[src/hdl/dkp_pkg.sv]
// ----------------------------------------------------------------------------
// dkp_pkg
// Shared types, sizes and base-code helpers for the two-bit k-mer packer.
// ----------------------------------------------------------------------------
package dkp_pkg;

	localparam int WORDS          = 4;
	localparam int WORD_W         = 64;
	localparam int BASES_PER_WORD = WORD_W / 2;
	localparam int CAPACITY       = WORDS * BASES_PER_WORD;
	localparam int FULL_W         = WORDS * WORD_W;
	localparam int CNT_W          = $clog2(CAPACITY + 1);
	localparam int REM_W          = $clog2(WORDS + 1);
	localparam int IDX_W          = 4;

	localparam logic [7:0] CHAR_UC_A = 8'h41;
	localparam logic [7:0] CHAR_UC_C = 8'h43;
	localparam logic [7:0] CHAR_UC_G = 8'h47;
	localparam logic [7:0] CHAR_UC_T = 8'h54;
	localparam logic [7:0] CHAR_LC_A = 8'h61;
	localparam logic [7:0] CHAR_LC_C = 8'h63;
	localparam logic [7:0] CHAR_LC_G = 8'h67;
	localparam logic [7:0] CHAR_LC_T = 8'h74;

	typedef logic [1:0] code_t;

	localparam code_t CODE_0 = 2'd0;
	localparam code_t CODE_1 = 2'd1;
	localparam code_t CODE_2 = 2'd2;
	localparam code_t CODE_3 = 2'd3;

	typedef struct packed {
		logic [7:0] base_char;
		logic       first_base;
		logic       last_base;
		logic       reverse_strand;
	} base_item_t;

	typedef struct packed {
		logic [WORD_W-1:0] word_value;
		logic [IDX_W-1:0]  word_index;
		logic              last_word;
		logic              overflow;
	} word_item_t;

	// Snapshot handed from the packer to the emitter on a last base
	typedef struct packed {
		logic              load;
		logic              overflow;
		logic [FULL_W-1:0] words;
	} snap_t;

	function automatic code_t fwd_code(input logic [7:0] ch);
		code_t c;
		case (ch)
			CHAR_UC_C, CHAR_LC_C: c = CODE_1;
			CHAR_UC_G, CHAR_LC_G: c = CODE_2;
			CHAR_UC_T, CHAR_LC_T: c = CODE_3;
			default:              c = CODE_0;
		endcase
		return c;
	endfunction

	function automatic code_t rev_code(input logic [7:0] ch);
		code_t c;
		case (ch)
			CHAR_UC_A, CHAR_LC_A: c = CODE_3;
			CHAR_UC_C, CHAR_LC_C: c = CODE_2;
			CHAR_UC_G, CHAR_LC_G: c = CODE_1;
			default:              c = CODE_0;
		endcase
		return c;
	endfunction

endpackage

[src/hdl/dna_kmer_two_bit_packer_top.sv]
// ----------------------------------------------------------------------------
// dna_kmer_two_bit_packer_top
// Two-bit DNA packer with forward and reverse-complement modes.
// ----------------------------------------------------------------------------
//
//  channel  | handshake               | payload
//  ---------+-------------------------+---------------------------------------
//  base     | base_valid / base_ready | base_data  (char, first, last, strand)
//  word     | word_valid / word_ready | word_data  (value, index, last, ovf)
//
//  One base request is taken every cycle unless a last base is held in the input
//  register behind a busy emitter; a base passes the input register, then updates
//  the packed register. A last base snapshots the register; the emitter then sends
//  WORDS words, one per cycle while the receiver is ready, each going from the
//  snapshot register through the output register. A further last base waits in
//  the input register while a snapshot is still being sent, so runs of WORDS
//  bases or fewer are limited by the emitter.
//  Reset clears the packed register, count, strand and overflow flag, and
//  empties both the input stage and the output register.
// ----------------------------------------------------------------------------
module dna_kmer_two_bit_packer_top (
	input  logic                clk,
	input  logic                arst_n,
	input  logic                base_valid,
	output logic                base_ready,
	input  dkp_pkg::base_item_t base_data,
	output logic                word_valid,
	input  logic                word_ready,
	output dkp_pkg::word_item_t word_data
);

	// input stage
	logic                valid_s1;
	dkp_pkg::base_item_t item_s1;

	// control between stages
	logic           emit_busy;
	logic           step;
	dkp_pkg::snap_t snap;

	// A base moves on unless it is a last base and the emitter is still sending
	assign step       = valid_s1 & (~item_s1.last_base | ~emit_busy);
	assign base_ready = ~valid_s1 | step;

	always_ff @(posedge clk or negedge arst_n) begin
		if (!arst_n) begin
			valid_s1 <= 1'b0;
		end else if (base_valid && base_ready) begin
			valid_s1 <= 1'b1;
		end else if (step) begin
			valid_s1 <= 1'b0;
		end
	end

	always_ff @(posedge clk) begin
		if (base_valid && base_ready) begin
			item_s1 <= base_data;
		end
	end

	dkp_packer u_packer (
		.clk    (clk),
		.arst_n (arst_n),
		.step   (step),
		.item   (item_s1),
		.snap   (snap)
	);

	dkp_emitter u_emitter (
		.clk        (clk),
		.arst_n     (arst_n),
		.snap       (snap),
		.busy       (emit_busy),
		.word_valid (word_valid),
		.word_ready (word_ready),
		.word_data  (word_data)
	);

	// a snapshot is only taken when the emitter is free
	a_load_idle: assert property (@(posedge clk) disable iff (!arst_n)
		snap.load |-> !emit_busy)
		else $error("snapshot loaded while emitter busy");

	// the input stage only stalls on a last base behind a busy emitter
	a_stall_cause: assert property (@(posedge clk) disable iff (!arst_n)
		!base_ready |-> (valid_s1 && item_s1.last_base && emit_busy))
		else $error("input stalled without cause");

	// the last-word mark sits on the top word only
	a_last_index: assert property (@(posedge clk) disable iff (!arst_n)
		(word_valid && word_data.last_word) |->
		(word_data.word_index == dkp_pkg::IDX_W'(dkp_pkg::WORDS - 1)))
		else $error("last word mark on wrong index");

endmodule

[src/hdl/dkp_packer.sv]
// ----------------------------------------------------------------------------
// dkp_packer
// Packed register, base count, strand mode and overflow flag; one base a step.
// ----------------------------------------------------------------------------
module dkp_packer (
	input  logic               clk,
	input  logic               arst_n,
	input  logic               step,
	input  dkp_pkg::base_item_t item,
	output dkp_pkg::snap_t     snap
);

	logic [dkp_pkg::FULL_W-1:0] reg_q, cur_reg, nxt_reg;
	logic [dkp_pkg::CNT_W-1:0]  cnt_q, cur_cnt, nxt_cnt;
	logic                       mode_q, cur_mode;
	logic                       ovf_q, cur_ovf, nxt_ovf;
	dkp_pkg::code_t             fcode, rcode;

	always_comb begin
		// first base clears the run before it is packed
		cur_reg  = item.first_base ? '0 : reg_q;
		cur_cnt  = item.first_base ? '0 : cnt_q;
		cur_ovf  = item.first_base ? 1'b0 : ovf_q;
		cur_mode = item.first_base ? item.reverse_strand : mode_q;
		fcode    = dkp_pkg::fwd_code(item.base_char);
		rcode    = dkp_pkg::rev_code(item.base_char);
		nxt_reg  = cur_reg;
		nxt_cnt  = cur_cnt;
		nxt_ovf  = cur_ovf;
		if (cur_cnt >= dkp_pkg::CNT_W'(dkp_pkg::CAPACITY)) begin
			nxt_ovf = 1'b1;
		end else if (cur_mode) begin
			// reverse complement: base i lands in slot i
			for (int b = 0; b < dkp_pkg::CAPACITY; b++) begin
				if (cur_cnt == dkp_pkg::CNT_W'(b)) begin
					nxt_reg[2*b +: 2] = cur_reg[2*b +: 2] | rcode;
				end
			end
			nxt_cnt = cur_cnt + 1'b1;
		end else begin
			nxt_reg = {cur_reg[dkp_pkg::FULL_W-3:0], fcode};
			nxt_cnt = cur_cnt + 1'b1;
		end
	end

	always_ff @(posedge clk or negedge arst_n) begin
		if (!arst_n) begin
			reg_q  <= '0;
			cnt_q  <= '0;
			mode_q <= 1'b0;
			ovf_q  <= 1'b0;
		end else if (step) begin
			reg_q  <= nxt_reg;
			cnt_q  <= nxt_cnt;
			mode_q <= cur_mode;
			ovf_q  <= nxt_ovf;
		end
	end

	assign snap.load     = step & item.last_base;
	assign snap.overflow = nxt_ovf;
	assign snap.words    = nxt_reg;

endmodule

[src/hdl/dkp_emitter.sv]
// ----------------------------------------------------------------------------
// dkp_emitter
// Holds a snapshot of the packed register and sends it out word 0 first.
// ----------------------------------------------------------------------------
module dkp_emitter (
	input  logic                clk,
	input  logic                arst_n,
	input  dkp_pkg::snap_t      snap,
	output logic                busy,
	output logic                word_valid,
	input  logic                word_ready,
	output dkp_pkg::word_item_t word_data
);

	logic [dkp_pkg::FULL_W-1:0] snap_q;
	logic                       ovf_q;
	logic [dkp_pkg::REM_W-1:0]  rem_q;
	logic [dkp_pkg::IDX_W-1:0]  idx_q;
	logic                       out_valid_q;
	dkp_pkg::word_item_t        out_q;
	logic                       take;

	assign busy = (rem_q != '0);
	assign take = busy & (~out_valid_q | word_ready);

	always_ff @(posedge clk or negedge arst_n) begin
		if (!arst_n) begin
			rem_q       <= '0;
			out_valid_q <= 1'b0;
		end else begin
			if (snap.load) begin
				rem_q <= dkp_pkg::REM_W'(dkp_pkg::WORDS);
			end else if (take) begin
				rem_q <= rem_q - 1'b1;
			end
			if (take) begin
				out_valid_q <= 1'b1;
			end else if (word_ready) begin
				out_valid_q <= 1'b0;
			end
		end
	end

	always_ff @(posedge clk) begin
		if (snap.load) begin
			snap_q <= snap.words;
			ovf_q  <= snap.overflow;
			idx_q  <= '0;
		end else if (take) begin
			snap_q <= snap_q >> dkp_pkg::WORD_W;
			idx_q  <= idx_q + 1'b1;
		end
		if (take) begin
			out_q.word_value <= snap_q[dkp_pkg::WORD_W-1:0];
			out_q.word_index <= idx_q;
			out_q.last_word  <= (idx_q == dkp_pkg::IDX_W'(dkp_pkg::WORDS - 1));
			out_q.overflow   <= ovf_q;
		end
	end

	assign word_valid = out_valid_q;
	assign word_data  = out_q;

endmodule

[config.mk]
export PLATFORM = sky130hd
export DESIGN_NAME = dna_kmer_two_bit_packer_top
export DESIGN_NICKNAME = d
export VERILOG_FILES = /design/src/hdl/dkp_pkg.sv /design/src/hdl/dna_kmer_two_bit_packer_top.sv /design/src/hdl/dkp_packer.sv /design/src/hdl/dkp_emitter.sv
export SDC_FILE = /design/constraint.sdc
export NUM_CORES = 1
export LEC_CHECK = 0
export BUFFER_PORTS_ARGS = -buffer_cell sky130_fd_sc_hd__buf_2
export CORE_UTILIZATION = 45
export CTS_CLUSTER_DIAMETER = 200
export DETAILED_ROUTE_END_ITERATION = 6
export GPL_TIMING_DRIVEN = 0
export REMOVE_ABC_BUFFERS = 1
export SLEW_MARGIN = 25
export SYNTH_ARGS = -nofsm -noshare
export SYNTH_HDL_FRONTEND = slang
export SYNTH_SLANG_ARGS = --single-unit
[constraint.sdc]
create_clock -name clk -period 21.9 [get_ports clk]
set_clock_uncertainty 0.1 [all_clocks]
set_input_delay 2.19 -clock clk [delete_from_list [all_inputs] [get_ports clk]]
set_output_delay 2.19 -clock clk [all_outputs]
set_load 0.01 [all_outputs]
# ---- Yosys cells after proc, flatten, opt, wreduce, memory -nomap -nowiden
# Index checks and enable logic that the tools add are counted.
dict set report word_totals {
  regBits 613
  in_bits 15
  wordCells 452
  output_inout_bits 72
}
dict set report op_classes {
  n_addsub 3
  n_eq_ne 136
  n_mux 146
  magnitude_cmp 1
  bitwise_logic 138
  n_reduce_logical 10
}
# operator n
set ops {}
lappend ops {{two-way mux 256 bit} 5}
lappend ops {{equality test 8 x 7 -> 1 bit, second input constant} 72}
lappend ops {{equality test 8 x 6 -> 1 bit, second input constant} 32}
lappend ops {{two-way mux 2 bit} 128}
lappend ops {{bitwise OR 2 bit} 128}
lappend ops {{equality test 8 x 5 -> 1 bit, second input constant} 16}
lappend ops {{equality test 8 x 4 -> 1 bit, second input constant} 8}
lappend ops {{equality test 8 x 3 -> 1 bit, second input constant} 4}
lappend ops {{equality test 8 x 2 -> 1 bit, second input constant} 2}
lappend ops {{two-way mux 8 bit} 2}
lappend ops {{case mux 2 bit (3 select lines)} 2}
lappend ops {{adder 8 x 1 -> 8 bit, second input constant} 1}
lappend ops {{equality test 8 x 1 -> 1 bit, second input constant} 1}
lappend ops {{>= comparator 8 bit, second input constant} 1}
lappend ops {{zero test 8 bit} 1}
lappend ops {{OR reduction 2 bit} 4}
lappend ops {{two-way mux 1 bit} 7}
lappend ops {{two-way mux 3 bit} 2}
lappend ops {{nonzero test 2 bit} 3}
lappend ops {{adder 4 x 1 -> 4 bit, second input constant} 1}
lappend ops {{equality test 4 x 2 -> 1 bit, second input constant} 1}
lappend ops {{inverter 1 bit} 4}
lappend ops {{AND 1 bit} 3}
lappend ops {{bitwise OR 1 bit} 3}
lappend ops {{3 further kinds} 3}

# ---- Longest topological paths before layout
# Gate-level depths: netlist of run 1.
dict set report logic_depth {
  depth_word 8
  depth_mapped 14
  mapped_depth_nobuf 8
}

# ---- By module
# Synthesis of run 1 repeated with hierarchy kept, for this count alone.
dict set report unflattened {
  hier_cells 2495
  hier_area_um2 28778.9
}
# mod instances area_each_um2 cells_each seq_area_each_um2
set modules_own_cells {}
lappend modules_own_cells {dkp_packer 1 15404.8 1822 6656.4}
lappend modules_own_cells {dkp_emitter 1 12988.7 657 9999.6}
lappend modules_own_cells {dna_kmer_two_bit_packer_top 1 385.4 16 355.3}

# ---- Worst setup path after synthesis of run 1
# Ideal clock, no wire load.
dict set report synth_timing {
  path_kind {input -> register}
  startpoint {input word_ready}
  endpoint {register u_emitter.snap_q[0] in the netlist's numbering (enable)}
  setup_slack_ns 13.214
  path_buffers 0
  stages 3
  t_arrival_ns 6.624
  setup_ns 1.962
  cell_sequence {nand2b_1 nand2_1 nand2_1}
}
dict set report synth_via {
  elab_chain_len 3
}
# element line_no
set synth_lines {}
lappend synth_lines {{from (decl)} dna_kmer_two_bit_packer_top.sv:28} ;# input logic word_ready,
lappend synth_lines {{bitwise OR 1 bit} dkp_emitter.sv:24} ;# assign take = busy & (~out_valid_q | word_ready);
lappend synth_lines {{AND 1 bit} dkp_emitter.sv:24}
lappend synth_lines {{nonzero test 2 bit (no line)} --}
lappend synth_lines {{to (signal assigned)} dkp_emitter.sv:46} ;# snap_q <= snap.words;
lappend synth_lines {{to (signal assigned)} dkp_emitter.sv:50} ;# snap_q <= snap_q >> dkp_pkg::WORD_W;
lappend synth_lines {{to (decl)} dkp_emitter.sv:15} ;# logic [dkp_pkg::FULL_W-1:0] snap_q;
# No other way between the ends.
# A chain may end at the register's enable or synchronous reset.

# ---- Worst setup path in the final report of run 1
dict set report layout_timing {
  startpoint {register item_s1[2] in the netlist's numbering}
  endpoint {register u_emitter.snap_q[59] in the netlist's numbering, data pin}
}
dict set report layout_via {
  elab_chain_len 6
}
# element line_no
set layout_lines {}
lappend layout_lines {{from (decl)} dna_kmer_two_bit_packer_top.sv:34} ;# dkp_pkg::base_item_t item_s1;
lappend layout_lines {{from (signal assigned)} dna_kmer_two_bit_packer_top.sv:57} ;# item_s1 <= base_data;
lappend layout_lines {{branches (longest 4 deep; another with >= comparator 8 bit)} --}
lappend layout_lines {{two-way mux 256 bit *} dkp_packer.sv:30} ;# if (cur_cnt >= dkp_pkg::CNT_W'(dkp_pkg::CAPACITY)) begin
lappend layout_lines {{two-way mux 256 bit *} dkp_emitter.sv:45} ;# if (snap.load) begin
# Mark *: on every way between the ends.

==> results by group, run 1 <==
Run status
  – Status: finished, violations left
  – Failing checks: DRC

STA
  – Slew Viols, Final: 0
  – Slew @ Worst Pin: 1098 ps
  – Peak Freq: 199.2 MHz
  – Min cycle time layout: 5021 ps
  – Hold_ws: 315.3 ps
  – Final hold viol count: 0
  – RSZ-0062 raised after global routing: no
  – Period utilization: 22.93%
  – Worst rel slew slack: 26.79%
  – Final setup fails: 0

Logic synthesis
  – Post-Syn Area per Cell: 10.23 um2
  – Yosys cell types: 79
  – Synth Flop Type: edfxtp_1
  – Main area contributors after synthesis: edfxtp_1 33%, dfrtp_1 22%, o31ai_1 8.3%, o21ai_0 5.5%, nand2_1 5.0%
  – Top cell type's share of synthesized area: 33.33%
  – #FFs+latches synth: 612
  – Seq/Total Area, Yosys: 55.93%
  – Most frequent cell after synthesis: nand2_1
  – Number of flops mapped to enable cells by yosys: 337
  – Ys Warns: 0
  – Post-synth ARST share: 44.28%
  – Most common library cells after synthesis: 406 x nand2_1, 337 x edfxtp_1, 337 x o31ai_1
  – Post-Syn Area: 30360 um2
  – Dominant cell type by area after synthesis: edfxtp_1
  – Post-Synthesis Cells: 2967

Floorplanning
  – Core area: 66220 um2
  – DIE HEIGHT: 261.8 um
  – Die area: 68510 um2
  – # rows: 94
  – # IOs: 87
  – Die width: 261.8 um
  – Initial core utilization: 45.85%

Clock tree
  – # resized after CTS: 0
  – Clk Latency, worst-skew pair: 610 ps
  – Setup Fix Bufs, Post-CTS: 0
  – Clock sink count: 612
  – Clock Tree Buf Depth: 3
  – Root Buffer Master: clkbuf_16
  – CTS tree: done
  – Post-CTS Hold Buffers: 0
  – Clk slew on worst S/H paths: 60 ps
  – H-tree depth: 3
  – Cts bufs inserted: 68

GRT
  – First-pass GRT wire length: 144500 um
  – Largest net degree at the start of global routing: 78
  – All-layer global routing usage: 27.27%
  – Initial antenna violation count: 1
  – Vias in the first global route: 23960
  – Overflow after GRT: 0

Routing
  – # DRC: 4
  – Post-DR vias/cell: 6.510
  – Post-DR wirelength/cell: 24.59 um
  – Final ANT Viol Nets: 0
  – 1st-iter DRT viols: 2955
  – DRT Pass-1 Iters: 7
  – Final WL: 93840 um
  – Vias after detailed routing: 24840

Setup path
  – Worst Path Max Fanout: 19
  – Req. time, crit path: 22220 ps
  – WS Path Type: reg2reg
  – CP max stage delay: 960 ps
  – CP Capture Type: flip-flop
  – Slowest CP cell: nor2_1
  – Crit-path cells: buf_8, clkinv_1, nand2_1, ha_1, nand3b_1, nor2_1, a21oi_1, o31ai_1
  – WP data arrival: 5340 ps
  – Startpoint Class: flip-flop

Hold path
  – Hold Path Class: reg2reg

Finish
  – Final Core Density: 52.53%
  – Area grow syn2layout: 14.57%
  – Fillers: 5768
  – Post-layout net count: 2921
  – Layout cell share with drive strength beyond 1: 12.23%
  – Diodes inserted: 0

Placed design
  – I/O Buffers: 85
  – Gp weighted congestion: 0.8375
  – Detailed placement HPWL: 58020 um

Flow run
  – Max capacitance violation total: 0

Power
  – Leak: 12.95 nW
  – Peak supply drop: 0.00005738 V
  – Power Density: 143.2 nW/um2
stage by stage:
| step | setup slack, ps | TNS (ps) | instance area, um2 | std cells | total power, mW |
|---|---|---|---|---|---|
| finish | 16880 | 0 | 34780 | 3816 | 4.980 |
| global route | 16860 | 0 | 34780 | 3816 | 5.258 |
| CTS | 17060 | 0 | 34750 | 3814 | 4.986 |
| detailed placement | 17060 | 0 | 32480 | 3691 | 3.796 |
| global placement | -14370 | -3909090 | 30560 | 3613 | 3.860 |
| floorplan | 2757 | 0 | 29050 | 2664 | 3.248 |
where the power goes:
group	leakage, nW	total [mW]	internal (mW)	switching, mW
combinational	5.05	1.66	0.628	1.03
sequential	6.78	2.14	1.85	0.287
clock	1.12	1.18	0.700	0.476
sequential cells by signal, summed over array words and instances, names as in the netlist:
name                  cells
item_s1                  10
u_emitter.idx_q           4
u_emitter.ovf_q           1
u_emitter.rem_q           3
u_emitter.snap_q        256
u_emitter.word_data      70
u_emitter.word_valid      1
u_packer.cnt_q            8
u_packer.mode_q           1
u_packer.ovf_q            1
u_packer.reg_q          256
valid_s1                  1
cells by family (layout without fill, tap and decap cells):
kind of cell	count (synthesis)	after routing	share of synthesized area [%]
AO/OA/AOI/OAI	1252	1252	26.82
XOR/XNOR	7	7	0.2019
adder cells (fa/ha/maj)	7	7	0.2885
buffers and inverters	317	302	4.484
flip-flops	612	612	55.93
multiplexers	15	15	0.5357
AND/OR/NAND/NOR	757	757	11.74
layer usage:
metal / track usage [%] / vias up / routed length (um)
li1: - / 11100 / -
met1: 38.77 / 12320 / 40100
met2: 40.61 / 1227 / 41930
met3: 5.247 / 195 / 8462
met4: 11.76 / 2 / 3346
met5: 0 / - / 8
layout by cell type (no fill, tap or decap), types with 16 or more instances in the layout:
master	count
a31oi_1	88
nor3_1	47
nand3_1	18
a21oi_1	182
o21a_1	177
nand4_1	17
o21ai_0	336
nor2b_1	16
clkbuf_16	73
o31a_1	16
buf_2	85
dfrtp_1	269
buf_16	45
edfxtp_1	337
o31ai_1	337
nand2_1	404
a41oi_1	34
or3b_2	40
nor2_1	135
worst max-delay path, delay by kind of cell, from the launching register on:
| family | cells | cell delay (ps) |
|---|---|---|
| and+or+nand+nor | 3 | 1830 |
| buffers and inverters | 2 | 890 |
| DFF | 1 | 800 |
| adders and majority gates | 1 | 630 |
| AOI/OAI and AO/OA | 2 | 570 |
worst paths after layout:
check,startpoint,end,slack (ps),depth (start not counted)
worst max-delay path,item_s1[2],u_emitter.snap_q[59],16880,8
worst min-delay path,u_emitter.snap_q[23],u_emitter.word_data[29],320,0
worst max register to register,item_s1[2],u_emitter.snap_q[59],16880,8
worst min register to register,u_emitter.snap_q[23],u_emitter.word_data[29],320,0
max in group asynchronous,arst_n,u_packer.ovf_q,19380,2
min in group asynchronous,arst_n,u_packer.reg_q[27],1430,1
area by class of cell:
cell class | count | area [um2] | area share, %
clock buffers | 92 | 1968 | 5.658
well taps | 864 | 1081 | 3.108
flip-flops and latches | 612 | 16990 | 48.84
inverters | 14 | 60.06 | 0.1727
clock inverters | 31 | 299.0 | 0.8597
repair buffers | 165 | 2220 | 6.381
multi-input cells | 2038 | 12170 | 34.98
Power figures use the tool's default switching activity.
==> run 2: changes to the inputs <==
- clock period: 21.9 -> 4.25 ns (I/O delays scaled with it)
==> results by group, run 2 (synthesis gave the netlist of run 1 again) <==
GRT
  – Largest net degree at the start of global routing: 78
  – All-layer global routing usage: 27.33%
  – First-pass GRT wire length: 144700 um
  – Initial antenna violation count: 1
  – Vias in the first global route: 24070
  – Overflow after GRT: 0

Routing
  – Final ANT Viol Nets: 0
  – DRT Pass-1 Iters: 6
  – 1st-iter DRT viols: 3048
  – Vias after detailed routing: 25030
  – Post-DR wirelength/cell: 24.54 um
  – Post-DR vias/cell: 6.534
  – Final WL: 93980 um
  – # DRC: 0

STA
  – Slew Viols, Final: 0
  – Period utilization: 98.32%
  – Final WS setup: 71.37 ps
  – Min cycle time layout: 4179 ps
  – Final hold viol count: 0
  – Worst rel slew slack: 23.59%
  – Slew @ Worst Pin: 1146 ps
  – Peak Freq: 239.3 MHz
  – RSZ-0062 raised after global routing: no
  – Final setup fails: 0

Finish
  – Post-route insts no fill: 3830
  – Most frequent cells in the layout: 404 x nand2_1, 337 x o31ai_1, 337 x edfxtp_1
  – Fillers: 5750
  – Area of the multi-input gates: 12190 um2
  – Most common cell after layout, fill and taps aside: nand2_1
  – Diodes inserted: 0
  – Post-layout net count: 2935
  – Area grow syn2layout: 15.12%
  – FF+latch area: 16990 um2
  – Final Core Density: 52.78%
  – Layout cell share with drive strength beyond 1: 12.47%

Setup path
  – CP Capture Type: flip-flop
  – FF-to-FF Start: item_s1[2]
  – Worst-case reg-to-reg path depth: 8
  – WS Path Type: reg2reg
  – WP data arrival: 4400 ps
  – Worst Path Max Fanout: 19
  – FF-to-FF End: u_emitter.snap_q[40]
  – R2R setup slack: 70 ps
  – Req. time, crit path: 4470 ps
  – Startpoint Class: flip-flop

Power
  – Leak: 13.02 nW
  – Power Density: 734.9 nW/um2
  – Peak supply drop: 0.0002923 V
  – Power Total: 25.69 mW

Placed design
  – Detailed placement HPWL: 58020 um
  – Gp weighted congestion: 0.8375
  – I/O Buffers: 85
  – Inst Count DP: 3691
  – Setup WS pre-CTS: -594.3 ps

Flow run
  – Max capacitance violation total: 0

Clock tree
  – Clk slew on worst S/H paths: 60 ps
  – Cts bufs inserted: 68
  – CTS tree: done
  – Root Buffer Master: clkbuf_16
  – Clock sink count: 612
  – Clk Latency, worst-skew pair: 610 ps
  – H-tree depth: 3
  – Clock Tree Buf Depth: 3

Floorplanning
  – Core area: 66220 um2
  – Die area: 68510 um2
  – # IOs: 87
  – # rows: 94
  – Die width: 261.8 um
  – DIE HEIGHT: 261.8 um
  – Initial core utilization: 45.85%

Run status
  – Status: complete, no violations

Hold path
  – Hold Crit Endpoint: u_emitter.word_valid
  – Hold path depth: 3
  – Hold Path Class: in2reg
  – Origin of the worst min-delay path: word_ready
run 2: final cells by class:
class	instances	share of cell area, %
Clock inverter	31	0.8556
Multi-Input combinational cell	2038	34.89
Tap cell	864	3.093
Inverter	14	0.1754
Timing Repair Buffer	179	6.752
Clock buffer	92	5.631
Sequential cell	612	48.61
run 2: power by group:
| part | total (mW) | internal (mW) | leakage [nW] | switching (mW) |
|---|---|---|---|---|
| sequential | 11.0 | 9.56 | 6.78 | 1.49 |
| combinational | 8.58 | 3.25 | 5.12 | 5.34 |
| clock | 6.06 | 3.61 | 1.12 | 2.45 |
run 2: layer usage:
metal | up-vias | routed length (um) | part of all wire [%] | GRT usage (%)
li1 | 11130 | - | - | -
met1 | 12480 | 40430 | 43 | 38.78
met2 | 1213 | 41970 | 45 | 40.55
met3 | 196 | 8129 | 8.6 | 5.440
met4 | 2 | 3429 | 3.6 | 12.06
met5 | - | 13 | 0.014 | 0
run 2: through the flow:
stage,cell area (um2),hold WS (ps),setup TNS [ps]
after floorplan,29050,29.41,-7744630
after detailed placement,32480,304.5,-10870
after global routing,34950,113.1,0
final,34950,78.98,0
after global placement,30560,301.8,-
after CTS,34900,58.16,0
run 2: repair_timing:
| action | CTS | global route |
|---|---|---|
| resized for setup | 7 | 1 |
| endpoints found under the setup margin | 53 | 7 |
| pin swaps | 0 | 0 |
| cloned | 0 | 0 |
| endpoints found under the hold margin | 69 | 0 |
| hold buffers | 12 | 0 |
| setup buffers | 0 | 3 |
run 2: worst max-delay path by stage:
stage                     from                    to  slack, ps  cells after the start
finish              item_s1[2]  u_emitter.snap_q[40]         70                      8
floorplan             valid_s1   u_emitter.snap_q[0]     -14890                      2
global route        item_s1[2]  u_emitter.snap_q[44]         10                      9
global placement      valid_s1  u_emitter.snap_q[49]     -32020                      2
CTS                 item_s1[2]  u_emitter.snap_q[42]        130                      8
detailed placement  item_s1[2]  u_emitter.snap_q[59]       -590                      8
run 2: critical path, stage by stage, from the launching register on:
cell      delay (ps)
edfxtp_1         800
buf_8            270
clkinv_2         340
nand2_1          230
ha_1             470
nand3b_1         420
nor3_2           480
a31oi_1          170
o31ai_1          610
